<file path="src/rtl/core/rhsv_pkg.sv">
// Shared constants for the RGB to HSV converter.
// No dependencies; imported by every module of the block.
package rhsv_pkg;

  // Default widths of a color component and of the hue angle
  localparam int RHSV_COMPONENT_BITS = 8;
  localparam int RHSV_HUE_BITS       = 16;

  // Extra bits that hold six times a component difference
  localparam int RHSV_SIX_BITS = 3;

endpackage

</file>
<file path="src/rtl/core/rhsv_prep.sv">
// Front end of the RGB to HSV converter: max/min, hexcone sector and
// division operands, in two register stages. Depends on rhsv_pkg.
module rhsv_prep #(
  parameter int COMPONENT_BITS = rhsv_pkg::RHSV_COMPONENT_BITS
) (
  input  logic                                                 clk,
  input  logic                                                 rst_n,
  input  logic                                                 valid_i,
  input  logic [COMPONENT_BITS-1:0]                            red_i,
  input  logic [COMPONENT_BITS-1:0]                            green_i,
  input  logic [COMPONENT_BITS-1:0]                            blue_i,
  output logic                                                 valid_o,
  output logic                                                 grey_o,
  output logic [COMPONENT_BITS-1:0]                            mx_o,
  output logic [COMPONENT_BITS+rhsv_pkg::RHSV_SIX_BITS-1:0]    d6_o,
  output logic [COMPONENT_BITS+rhsv_pkg::RHSV_SIX_BITS-1:0]    num_o,
  output logic [COMPONENT_BITS-1:0]                            x_hi_o,
  output logic [COMPONENT_BITS-1:0]                            x_lo_o
);
  import rhsv_pkg::*;

  localparam int C  = COMPONENT_BITS;
  localparam int DW = COMPONENT_BITS + RHSV_SIX_BITS;

  typedef enum logic [1:0] {
    SEC_RED,
    SEC_GREEN,
    SEC_BLUE
  } sector_t;

  // Stage 1 registers
  logic            v1_r;
  logic [C-1:0]    mx1_r, mx1_nxt;
  logic [C-1:0]    dl1_r, dl1_nxt;
  sector_t         sec1_r, sec1_nxt;
  logic            neg1_r, neg1_nxt;
  logic [C-1:0]    mag1_r, mag1_nxt;

  // Stage 2 registers
  logic            v2_r;
  logic            grey2_r, grey2_nxt;
  logic [C-1:0]    mx2_r;
  logic [DW-1:0]   d62_r, d62_nxt;
  logic [DW-1:0]   num2_r, num2_nxt;
  logic [C-1:0]    xhi2_r, xhi2_nxt;
  logic [C-1:0]    xlo2_r, xlo2_nxt;

  logic [C-1:0]    mn;
  logic [DW-1:0]   base;
  logic [DW-1:0]   mag_ext;
  logic [DW:0]     wrap_sum;
  logic [2*C-1:0]  x_full;

  // Find max and min, pick sector by first maximum: red, green, blue
  always_comb begin
    mx1_nxt = red_i;
    mn      = red_i;
    if (green_i > mx1_nxt) mx1_nxt = green_i;
    if (blue_i > mx1_nxt)  mx1_nxt = blue_i;
    if (green_i < mn)      mn      = green_i;
    if (blue_i < mn)       mn      = blue_i;
    dl1_nxt = mx1_nxt - mn;
    if (red_i == mx1_nxt) begin
      sec1_nxt = SEC_RED;
      neg1_nxt = green_i < blue_i;
      mag1_nxt = neg1_nxt ? (blue_i - green_i) : (green_i - blue_i);
    end else if (green_i == mx1_nxt) begin
      sec1_nxt = SEC_GREEN;
      neg1_nxt = blue_i < red_i;
      mag1_nxt = neg1_nxt ? (red_i - blue_i) : (blue_i - red_i);
    end else begin
      sec1_nxt = SEC_BLUE;
      neg1_nxt = red_i < green_i;
      mag1_nxt = neg1_nxt ? (green_i - red_i) : (red_i - green_i);
    end
  end

  // Build hue numerator, six times delta and the saturation dividend
  always_comb begin
    case (sec1_r)
      SEC_GREEN: base = {{(RHSV_SIX_BITS-1){1'b0}}, dl1_r, 1'b0};
      SEC_BLUE:  base = {{(RHSV_SIX_BITS-2){1'b0}}, dl1_r, 2'b00};
      default:   base = '0;
    endcase
    d62_nxt  = {{(RHSV_SIX_BITS-2){1'b0}}, dl1_r, 2'b00}
             + {{(RHSV_SIX_BITS-1){1'b0}}, dl1_r, 1'b0};
    mag_ext  = {{RHSV_SIX_BITS{1'b0}}, mag1_r};
    wrap_sum = {1'b0, base} + {1'b0, d62_nxt} - {1'b0, mag_ext};
    if (!neg1_r) begin
      num2_nxt = base + mag_ext;
    end else if (mag_ext > base) begin
      // add one full turn
      num2_nxt = wrap_sum[DW-1:0];
    end else begin
      num2_nxt = base - mag_ext;
    end
    grey2_nxt = (dl1_r == '0);
    // delta * (2^C - 1)
    x_full   = {dl1_r, {C{1'b0}}} - {{C{1'b0}}, dl1_r};
    xhi2_nxt = x_full[2*C-1:C];
    xlo2_nxt = x_full[C-1:0];
  end

  // Hold valid bits
  always_ff @(posedge clk) begin
    if (!rst_n) begin
      v1_r <= 1'b0;
      v2_r <= 1'b0;
    end else begin
      v1_r <= valid_i;
      v2_r <= v1_r;
    end
  end

  // Advance payload
  always_ff @(posedge clk) begin
    mx1_r   <= mx1_nxt;
    dl1_r   <= dl1_nxt;
    sec1_r  <= sec1_nxt;
    neg1_r  <= neg1_nxt;
    mag1_r  <= mag1_nxt;
    grey2_r <= grey2_nxt;
    mx2_r   <= mx1_r;
    d62_r   <= d62_nxt;
    num2_r  <= num2_nxt;
    xhi2_r  <= xhi2_nxt;
    xlo2_r  <= xlo2_nxt;
  end

  assign valid_o = v2_r;
  assign grey_o  = grey2_r;
  assign mx_o    = mx2_r;
  assign d6_o    = d62_r;
  assign num_o   = num2_r;
  assign x_hi_o  = xhi2_r;
  assign x_lo_o  = xlo2_r;

endmodule

</file>
<file path="src/rtl/core/rhsv_div_stage.sv">
// One register stage of the two restoring dividers: one hue quotient bit
// if DO_HUE and one saturation quotient bit if DO_SAT. Depends on rhsv_pkg.
module rhsv_div_stage #(
  parameter int COMPONENT_BITS = rhsv_pkg::RHSV_COMPONENT_BITS,
  parameter int HUE_BITS       = rhsv_pkg::RHSV_HUE_BITS,
  parameter bit DO_HUE         = 1'b1,
  parameter bit DO_SAT         = 1'b1
) (
  input  logic                                              clk,
  input  logic                                              rst_n,
  input  logic                                              valid_i,
  input  logic                                              grey_i,
  input  logic [COMPONENT_BITS-1:0]                         mx_i,
  input  logic [COMPONENT_BITS+rhsv_pkg::RHSV_SIX_BITS-1:0] d6_i,
  input  logic [COMPONENT_BITS+rhsv_pkg::RHSV_SIX_BITS-1:0] hrem_i,
  input  logic [HUE_BITS-1:0]                               hq_i,
  input  logic [COMPONENT_BITS-1:0]                         srem_i,
  input  logic [COMPONENT_BITS-1:0]                         sxlo_i,
  input  logic [COMPONENT_BITS-1:0]                         sq_i,
  output logic                                              valid_o,
  output logic                                              grey_o,
  output logic [COMPONENT_BITS-1:0]                         mx_o,
  output logic [COMPONENT_BITS+rhsv_pkg::RHSV_SIX_BITS-1:0] d6_o,
  output logic [COMPONENT_BITS+rhsv_pkg::RHSV_SIX_BITS-1:0] hrem_o,
  output logic [HUE_BITS-1:0]                               hq_o,
  output logic [COMPONENT_BITS-1:0]                         srem_o,
  output logic [COMPONENT_BITS-1:0]                         sxlo_o,
  output logic [COMPONENT_BITS-1:0]                         sq_o
);
  import rhsv_pkg::*;

  localparam int C  = COMPONENT_BITS;
  localparam int H  = HUE_BITS;
  localparam int DW = COMPONENT_BITS + RHSV_SIX_BITS;

  logic          valid_r;
  logic          grey_r;
  logic [C-1:0]  mx_r;
  logic [DW-1:0] d6_r;
  logic [DW-1:0] hrem_r, hrem_nxt;
  logic [H-1:0]  hq_r, hq_nxt;
  logic [C-1:0]  srem_r, srem_nxt;
  logic [C-1:0]  sxlo_r, sxlo_nxt;
  logic [C-1:0]  sq_r, sq_nxt;

  logic [DW:0]   h_sh, h_dif;
  logic          h_ge;
  logic [C:0]    s_sh, s_dif;
  logic          s_ge;

  // Shift remainder, compare against divisor, subtract on success
  always_comb begin
    h_sh  = {hrem_i, 1'b0};
    h_ge  = h_sh >= {1'b0, d6_i};
    h_dif = h_sh - {1'b0, d6_i};
    s_sh  = {srem_i, sxlo_i[C-1]};
    s_ge  = s_sh >= {1'b0, mx_i};
    s_dif = s_sh - {1'b0, mx_i};
    if (DO_HUE) begin
      hrem_nxt = h_ge ? h_dif[DW-1:0] : h_sh[DW-1:0];
      hq_nxt   = {hq_i[H-2:0], h_ge};
    end else begin
      hrem_nxt = hrem_i;
      hq_nxt   = hq_i;
    end
    if (DO_SAT) begin
      srem_nxt = s_ge ? s_dif[C-1:0] : s_sh[C-1:0];
      sxlo_nxt = {sxlo_i[C-2:0], 1'b0};
      sq_nxt   = {sq_i[C-2:0], s_ge};
    end else begin
      srem_nxt = srem_i;
      sxlo_nxt = sxlo_i;
      sq_nxt   = sq_i;
    end
  end

  // Hold valid bit
  always_ff @(posedge clk) begin
    if (!rst_n) begin
      valid_r <= 1'b0;
    end else begin
      valid_r <= valid_i;
    end
  end

  // Advance payload
  always_ff @(posedge clk) begin
    grey_r <= grey_i;
    mx_r   <= mx_i;
    d6_r   <= d6_i;
    hrem_r <= hrem_nxt;
    hq_r   <= hq_nxt;
    srem_r <= srem_nxt;
    sxlo_r <= sxlo_nxt;
    sq_r   <= sq_nxt;
  end

  assign valid_o = valid_r;
  assign grey_o  = grey_r;
  assign mx_o    = mx_r;
  assign d6_o    = d6_r;
  assign hrem_o  = hrem_r;
  assign hq_o    = hq_r;
  assign srem_o  = srem_r;
  assign sxlo_o  = sxlo_r;
  assign sq_o    = sq_r;

endmodule

</file>
<file path="src/rtl/core/rgb_to_hsv_converter_top.sv">
// RGB to HSV converter, hexcone model, fixed point, fully pipelined.
// A result passes through the front-end register stages, the chain of one-bit
// restoring divider stages and an output register. Throughput: one request per
// cycle; busy stays low. Synchronous active-low reset clears the valid bits.
// Depends on rhsv_pkg, rhsv_prep and rhsv_div_stage.
module rgb_to_hsv_converter_top #(
  parameter int COMPONENT_BITS = rhsv_pkg::RHSV_COMPONENT_BITS,
  parameter int HUE_BITS       = rhsv_pkg::RHSV_HUE_BITS
) (
  input  logic                      clk,
  input  logic                      rst_n,
  input  logic                      start,
  output logic                      busy,
  input  logic [COMPONENT_BITS-1:0] in_red,
  input  logic [COMPONENT_BITS-1:0] in_green,
  input  logic [COMPONENT_BITS-1:0] in_blue,
  output logic                      out_valid,
  output logic [HUE_BITS-1:0]       out_hue,
  output logic [COMPONENT_BITS-1:0] out_saturation,
  output logic [COMPONENT_BITS-1:0] out_brightness
);
  import rhsv_pkg::*;

  localparam int C    = COMPONENT_BITS;
  localparam int H    = HUE_BITS;
  localparam int DW   = COMPONENT_BITS + RHSV_SIX_BITS;
  localparam int NSTG = (HUE_BITS > COMPONENT_BITS) ? HUE_BITS : COMPONENT_BITS;

  logic          stg_valid [0:NSTG];
  logic          stg_grey  [0:NSTG];
  logic [C-1:0]  stg_mx    [0:NSTG];
  logic [DW-1:0] stg_d6    [0:NSTG];
  logic [DW-1:0] stg_hrem  [0:NSTG];
  logic [H-1:0]  stg_hq    [0:NSTG];
  logic [C-1:0]  stg_srem  [0:NSTG];
  logic [C-1:0]  stg_sxlo  [0:NSTG];
  logic [C-1:0]  stg_sq    [0:NSTG];

  logic          out_valid_r;
  logic [H-1:0]  out_hue_r, out_hue_nxt;
  logic [C-1:0]  out_sat_r, out_sat_nxt;
  logic [C-1:0]  out_bri_r;

  // Pipeline never stalls
  assign busy = 1'b0;

  // Front end: sector selection and division operands
  rhsv_prep #(
    .COMPONENT_BITS (COMPONENT_BITS)
  ) u_prep (
    .clk     (clk),
    .rst_n   (rst_n),
    .valid_i (start & ~busy),
    .red_i   (in_red),
    .green_i (in_green),
    .blue_i  (in_blue),
    .valid_o (stg_valid[0]),
    .grey_o  (stg_grey[0]),
    .mx_o    (stg_mx[0]),
    .d6_o    (stg_d6[0]),
    .num_o   (stg_hrem[0]),
    .x_hi_o  (stg_srem[0]),
    .x_lo_o  (stg_sxlo[0])
  );

  assign stg_hq[0] = '0;
  assign stg_sq[0] = '0;

  // Divider chain: one quotient bit per stage for each divider that the stage enables
  for (genvar k = 0; k < NSTG; k++) begin : g_div
    rhsv_div_stage #(
      .COMPONENT_BITS (COMPONENT_BITS),
      .HUE_BITS       (HUE_BITS),
      .DO_HUE         (k < HUE_BITS),
      .DO_SAT         (k < COMPONENT_BITS)
    ) u_stage (
      .clk     (clk),
      .rst_n   (rst_n),
      .valid_i (stg_valid[k]),
      .grey_i  (stg_grey[k]),
      .mx_i    (stg_mx[k]),
      .d6_i    (stg_d6[k]),
      .hrem_i  (stg_hrem[k]),
      .hq_i    (stg_hq[k]),
      .srem_i  (stg_srem[k]),
      .sxlo_i  (stg_sxlo[k]),
      .sq_i    (stg_sq[k]),
      .valid_o (stg_valid[k+1]),
      .grey_o  (stg_grey[k+1]),
      .mx_o    (stg_mx[k+1]),
      .d6_o    (stg_d6[k+1]),
      .hrem_o  (stg_hrem[k+1]),
      .hq_o    (stg_hq[k+1]),
      .srem_o  (stg_srem[k+1]),
      .sxlo_o  (stg_sxlo[k+1]),
      .sq_o    (stg_sq[k+1])
    );
  end

  // Drop hue and saturation for grey pixels
  always_comb begin
    out_hue_nxt = stg_grey[NSTG] ? '0 : stg_hq[NSTG];
    out_sat_nxt = stg_grey[NSTG] ? '0 : stg_sq[NSTG];
  end

  // Hold output strobe
  always_ff @(posedge clk) begin
    if (!rst_n) begin
      out_valid_r <= 1'b0;
    end else begin
      out_valid_r <= stg_valid[NSTG];
    end
  end

  // Register result fields
  always_ff @(posedge clk) begin
    out_hue_r <= out_hue_nxt;
    out_sat_r <= out_sat_nxt;
    out_bri_r <= stg_mx[NSTG];
  end

  // Unused final remainders and divisor
  logic unused_tail;
  assign unused_tail = ^{stg_d6[NSTG], stg_hrem[NSTG], stg_srem[NSTG], stg_sxlo[NSTG]};

  assign out_valid      = out_valid_r;
  assign out_hue        = out_hue_r;
  assign out_saturation = out_sat_r;
  assign out_brightness = out_bri_r;

endmodule
</file>
<file path="config.mk">
export PLATFORM = sky130hd
export DESIGN_NAME = rgb_to_hsv_converter_top
export DESIGN_NICKNAME = d
export VERILOG_FILES = /design/src/rtl/core/rhsv_pkg.sv /design/src/rtl/core/rhsv_prep.sv /design/src/rtl/core/rhsv_div_stage.sv /design/src/rtl/core/rgb_to_hsv_converter_top.sv
export SDC_FILE = /design/constraint.sdc
export NUM_CORES = 1
export LEC_CHECK = 0
export BUFFER_PORTS_ARGS = -buffer_cell sky130_fd_sc_hd__buf_4
export CORE_AREA = 2 2 291 293
export CTS_BUF_LIST = sky130_fd_sc_hd__clkbuf_16
export CTS_CLUSTER_DIAMETER = 50
export DETAILED_ROUTE_END_ITERATION = 16
export DIE_AREA = 0 0 293 295
export HOLD_SLACK_MARGIN = 0.1
export PLACE_DENSITY = 0.81
export SLEW_MARGIN = 20
export SYNTH_ARGS = -nofsm -noshare
export SYNTH_HDL_FRONTEND = slang
export SYNTH_HIERARCHICAL = 1
export SYNTH_SLANG_ARGS = --single-unit
</file>
<file path="constraint.sdc">
create_clock -name clk -period 16.75 [get_ports clk]
set_clock_uncertainty 0.2 [all_clocks]
set_input_delay 1.675 -clock clk [delete_from_list [all_inputs] [get_ports clk]]
set_output_delay 1.675 -clock clk [all_outputs]
set_load 0.05 [all_outputs]
</file>
==> After elaboration in Yosys (flattened, before gate mapping) <==
Index checks and enable logic that the tools add are counted.
{ "classes": {"n_addsub": 35, "magnitude_cmp": 32, "eq_ne": 4, "n_mux": 37, "reduce_logical": 1} }
{ "op_table": {"columns": ["cell", "count"], "rows": [
  ["$ge 12x11->1", 16],
  ["$mux 11", 17],
  ["$sub 11x11->11", 15],
  ["$mux 8", 16],
  ["$sub 8x8->8", 14],
  ["$ge 9x8->1", 8],
  ["$lt 8x8->1", 5],
  ["$pmux 10 s2", 1],
  ["$eq 8x8->1", 2],
  ["$gt 8x8->1", 2],
  ["$sub 16x8->16", 1],
  ["$add 10x11->11", 1],
  ["$add 10x8->11", 1],
  ["$add 10x9->11", 1],
  ["$sub 10x8->11", 1],
  ["$sub 11x8->11", 1],
  ["$gt 8x10->1", 1],
  ["$logic_not 8->1", 1],
  ["$eq 2x1->1 const B", 1],
  ["$eq 2x2->1 const B", 1],
  ["$mux 1", 2],
  ["$mux 2", 1]
]} }
{ "totals": {"reg_bits": 919, "inputBits": 27, "out_inout_bits": 34, "word_cells": 265} }

==> Depth between registers and ports, before layout <==
{ "logic_depth": {"ltp_word": 7, "depth_mapped": 26, "ltp_nobuf": 26} }

==> Modules after synthesis <==
Netlist, hierarchy kept.
{ "modules_own_cells": {"columns": ["module", "n_inst", "cells_each", "area_per_inst_um2", "seq_area_each_um2"], "rows": [
  ["rhsv_div_stage at g_div[10].u_stage ...", 8, 172, 2189.6, 1441.4],
  ["rhsv_div_stage at g_div[1].u_stage ...", 4, 238, 2590.0, 1421.4],
  ["rhsv_div_stage at g_div[0].u_stage ...", 4, 225, 2539.9, 1421.4],
  ["rhsv_prep", 1, 853, 7201.9, 1461.4],
  ["rgb_to_hsv_converter_top", 1, 62, 890.9, 660.6]
]} }

==> Least setup slack after synthesis <==
OpenSTA, ideal clock, no wires.
{ "synth_timing": {"path_kind": "input -> register", "start": "in in_green[0]", "end": "reg u_prep.dl1_r[6]", "setup_time_ps": 127, "arrival_time_ps": 6333, "t_required_ps": 16423, "slack_ps": 10090, "path_stages": 25, "n_path_buf": 1, "cell_sequence": "inv_1 -> ha_1 -> fa_1 -> nand3b_1 -> a21oi_4 -> o22ai_4 -> clkbuf_1 -> a21oi_1 -> ha_1 -> a21oi_1 -> nor2b_1 -> o21ai_0 -> nand2b_1 -> a211oi_1 -> o21a_1 -> nor3_1 -> or2_2 -> xor2_1 -> ha_1 -> inv_1 -> o31ai_1 -> maj3_2 -> a21oi_2 -> nor4bb_1 -> or3_1"} }
{ "synth_between": {"elab_chain_len": 5} }
{ "synth_lines": {"columns": ["item", "line_no", "source"], "rows": [
  ["start: declaration", "rgb_to_hsv_converter_top.sv:15", "input logic [COMPONENT_BITS-1:0] in_green,"],
  ["$gt 8x8->1 / $lt 8x8->1 (equally long branches)", "rhsv_prep.sv:58, rhsv_prep.sv:60", null],
  ["$mux 8, on equally long branches", "rhsv_prep.sv:58, rhsv_prep.sv:60", null],
  ["$gt 8x8->1 / $lt 8x8->1 (equally long branches)", "rhsv_prep.sv:59, rhsv_prep.sv:61", null],
  ["$mux 8, on equally long branches", "rhsv_prep.sv:59, rhsv_prep.sv:61", null],
  ["$sub 8x8->8 (*)", "rhsv_prep.sv:62", "dl1_nxt = mx1_nxt - mn;"],
  ["via u_prep.dl1_nxt[6]", "rhsv_prep.sv:34", "logic [C-1:0] dl1_r, dl1_nxt;"],
  ["end signal: assignment", "rhsv_prep.sv:118", "dl1_r <= dl1_nxt;"],
  ["end: declaration", "rhsv_prep.sv:34", null]
]} }
Mark *: on every way through the listed nets, which the timed path passes. The rest lies on a longest branch.
A chain may end at the register's enable or synchronous reset.

==> Final worst setup path <==
Ends and elaborated chain as after synthesis.

==> impl.org <==
** Clocking
- The tree is rooted in a sky130_fd_sc_hd__clkbuf_16.
- Clk slew on worst S/H paths :: 0.06 ns
- The number of setup buffers added after CTS is 0.
- Clk Latency, worst-skew pair :: 0.64 ns
- # resized after CTS :: 0
- Buffers inserted to repair hold after CTS numbered 0.
- For this design, the sink count on the clock tree is 916.
- The clock passes through at most 3 buffers.
- The number of clock buffers added by TritonCTS is 94.
- H-tree levels :: 3
- TritonCTS built the clock tree.

** Worst setup path
- STA puts the critical path data required time at 17.06 ns.
- STA puts the critical path data arrival time at 7.25 ns.
- Crit-path slowest cell :: sky130_fd_sc_hd__o21a_1
- Capturing element type of the critical path :: register
- The largest single stage delay on the critical path is 0.55 ns.
- Cell occurring most often along the worst timing path :: sky130_fd_sc_hd__ha_1
- CP Class :: input pin to register
- STA classifies the critical path startpoint as an input pin.
- The cell family contributing the most delay on the critical path is compound AO/OA/AOI/OAI gates.
- The critical path contains buffers and inverters numbering 3 combined.
- Biggest fanout along the worst timing path :: 19

** Place
- OpenSTA, run right after detailed placement, puts the worst setup slack at 9.22 ns.
- The wire-length estimate of the detail-placed layout is 56,100 microns.
- Count of buffers from port buffering :: 59
- Routability cong. :: 0.917

** Floorplanning
- Die boundary height :: 295 microns
- The core region is 0.0832 sq mm.
- DIE WIDTH :: 293 microns
- Cell row count :: 106
- Initial Util :: 46.5%
- Area of the die :: 0.0864 sq mm
- Pin placement for this block handled 61 I/O pins.

** Layout
- Count of inserted antenna diode cells :: 0
- From synthesis to final layout, the design area changed by 12.2%.
- Nets@finish :: 4,210
- Final core occ :: 52.2%
- The library cells used most frequently in the layout, excluding fill and tap cells, are 916 x sky130_fd_sc_hd__dfxtp_1, 407 x sky130_fd_sc_hd__inv_1, 347 x sky130_fd_sc_hd__ha_1.
- Cells with a size suffix above 1 make up 12.3% of the layout.
- After filler insertion, the fill cell instance count of the layout stands at 7,067.
- Most common cell after layout, fill and taps aside :: sky130_fd_sc_hd__dfxtp_1

** Status
- The flow ran to the end, and the final reports show no timing, DRC or antenna violations.

** STA
- Share of the clock period used by the worst path :: 41.4%
- Total setup violations reported at the end of the flow :: 0
- The routed design could run at a clock period as short as 6.94 ns.
- Sum of negative setup slack :: 0 ns
- Based on the critical path, the design can be clocked at up to 144 MHz.
- The count of pins over their slew limit came to 0.
- The number of hold violations in the final report is 0.
- Worst Tran Pin Value :: 0.884 ns
- Tightest slew margin relative to the limit :: 41.0%
- Final worst setup slack :: 9.81 ns
- Setup repair after global routing left no endpoint under its margin.

** Global routing
- Wire length of the first global-routing pass :: 125,000 microns
- After global routing the overflow that remains totals 0.
- The number of global-route vias before repair came to 26,100.
- Initial antenna violation count :: 0
- Largest net degree at the start of global routing :: 26
- Across every metal layer, demand over resource in global routing totals 17.4%.

** Hold path
- The worst hold path belongs to the class register to register.

** Route
- Number of nets with antenna violations after routing :: 0
- Detailed-route wire length :: 75,600 microns
- Number of detailed-routing iterations run before antenna repair :: 6
- Summing over every cut layer, the via total after detailed routing is 25,800.
- In the routed design, unresolved DRC markers number 0.
- Number of violations reported at the end of detailed-routing iteration 0 :: 1,447
- In the routed layout, each cell is associated on average with a via count of 5.20.
- Wire length per cell :: 15.2 microns

** Flow run
- Across the run, the number of max-cap violations was 0.

** Logic synthesis
- After technology mapping, the gate count stands at 3,693.
- Net count after synthesis :: 4,107
- During synthesis, Yosys emitted a total of 6 warnings.
- Average footprint of a synthesized cell :: 10.5 sq um
- Summing every instance area after synthesis gives 0.0387 sq mm.
==> metal layers <==
layer / GRT usage (%) / vias up / routed length, microns / part of all wire, %
met1: 20.0 / 12100 / 32000 / 42
met5: 0 / - / 0 / 0
met3: 2.69 / 163 / 3050 / 4.0
met2: 32.5 / 535 / 38200 / 51
met4: 6.37 / 0 / 2280 / 3.0
li1: - / 13000 / - / -
==> path summary, 6_finish.rpt <==
kind | to | depth (start not counted) | slack (ns) | from
max | u_prep/dl1_r[6] | 25 | 9.81 | in_green[0]
min | g_div[4].u_stage/hq_o[4] | 0 | 0.12 | g_div[3].u_stage/hq_o[3]
max reg2reg | u_prep/num_o[10] | 18 | 12.48 | u_prep/sec1_r[1]
min reg2reg | g_div[4].u_stage/hq_o[4] | 0 | 0.12 | g_div[3].u_stage/hq_o[3]
==> cell type report <==
class                      instances  area (sq um)  share of cell area (%)
multi-input combinational       2316         18500                    42.5
timing repair buffer              63           473                    1.09
sequential                       916         18300                    42.2
tap                             1080          1350                    3.11
clock buffer                      95          2380                    5.48
clock inverter                    81           872                    2.01
inverter                         405          1540                    3.55
==> metrics by stage <==
stage	hold slack (ns)	instance area [sq um]	cells
final	0.115	43400	4956
after global routing	0.119	43400	4956
after CTS	0.115	43400	4956
after detailed placement	0.112	40200	4780
after global placement	0.110	40200	4780
after floorplan	0.110	38700	3693
==> registers in the layout, summed over array words and instances, names as in the netlist, 9 cells and up <==
register and count:
g_div.u_stage/grey_o 16, out_hue 16, u_prep/num_o 11, g_div.u_stage/mx_o 128
g_div.u_stage/sxlo_o 28, g_div.u_stage/sq_o 100, g_div.u_stage/valid_o 16, u_prep/d6_o 9
g_div.u_stage/hrem_o 165, g_div.u_stage/srem_o 56, g_div.u_stage/hq_o 136, g_div.u_stage/d6_o 165
Power is not shown: default switching activity piles up to over one toggle a cycle in this logic, so the estimate is an artifact.
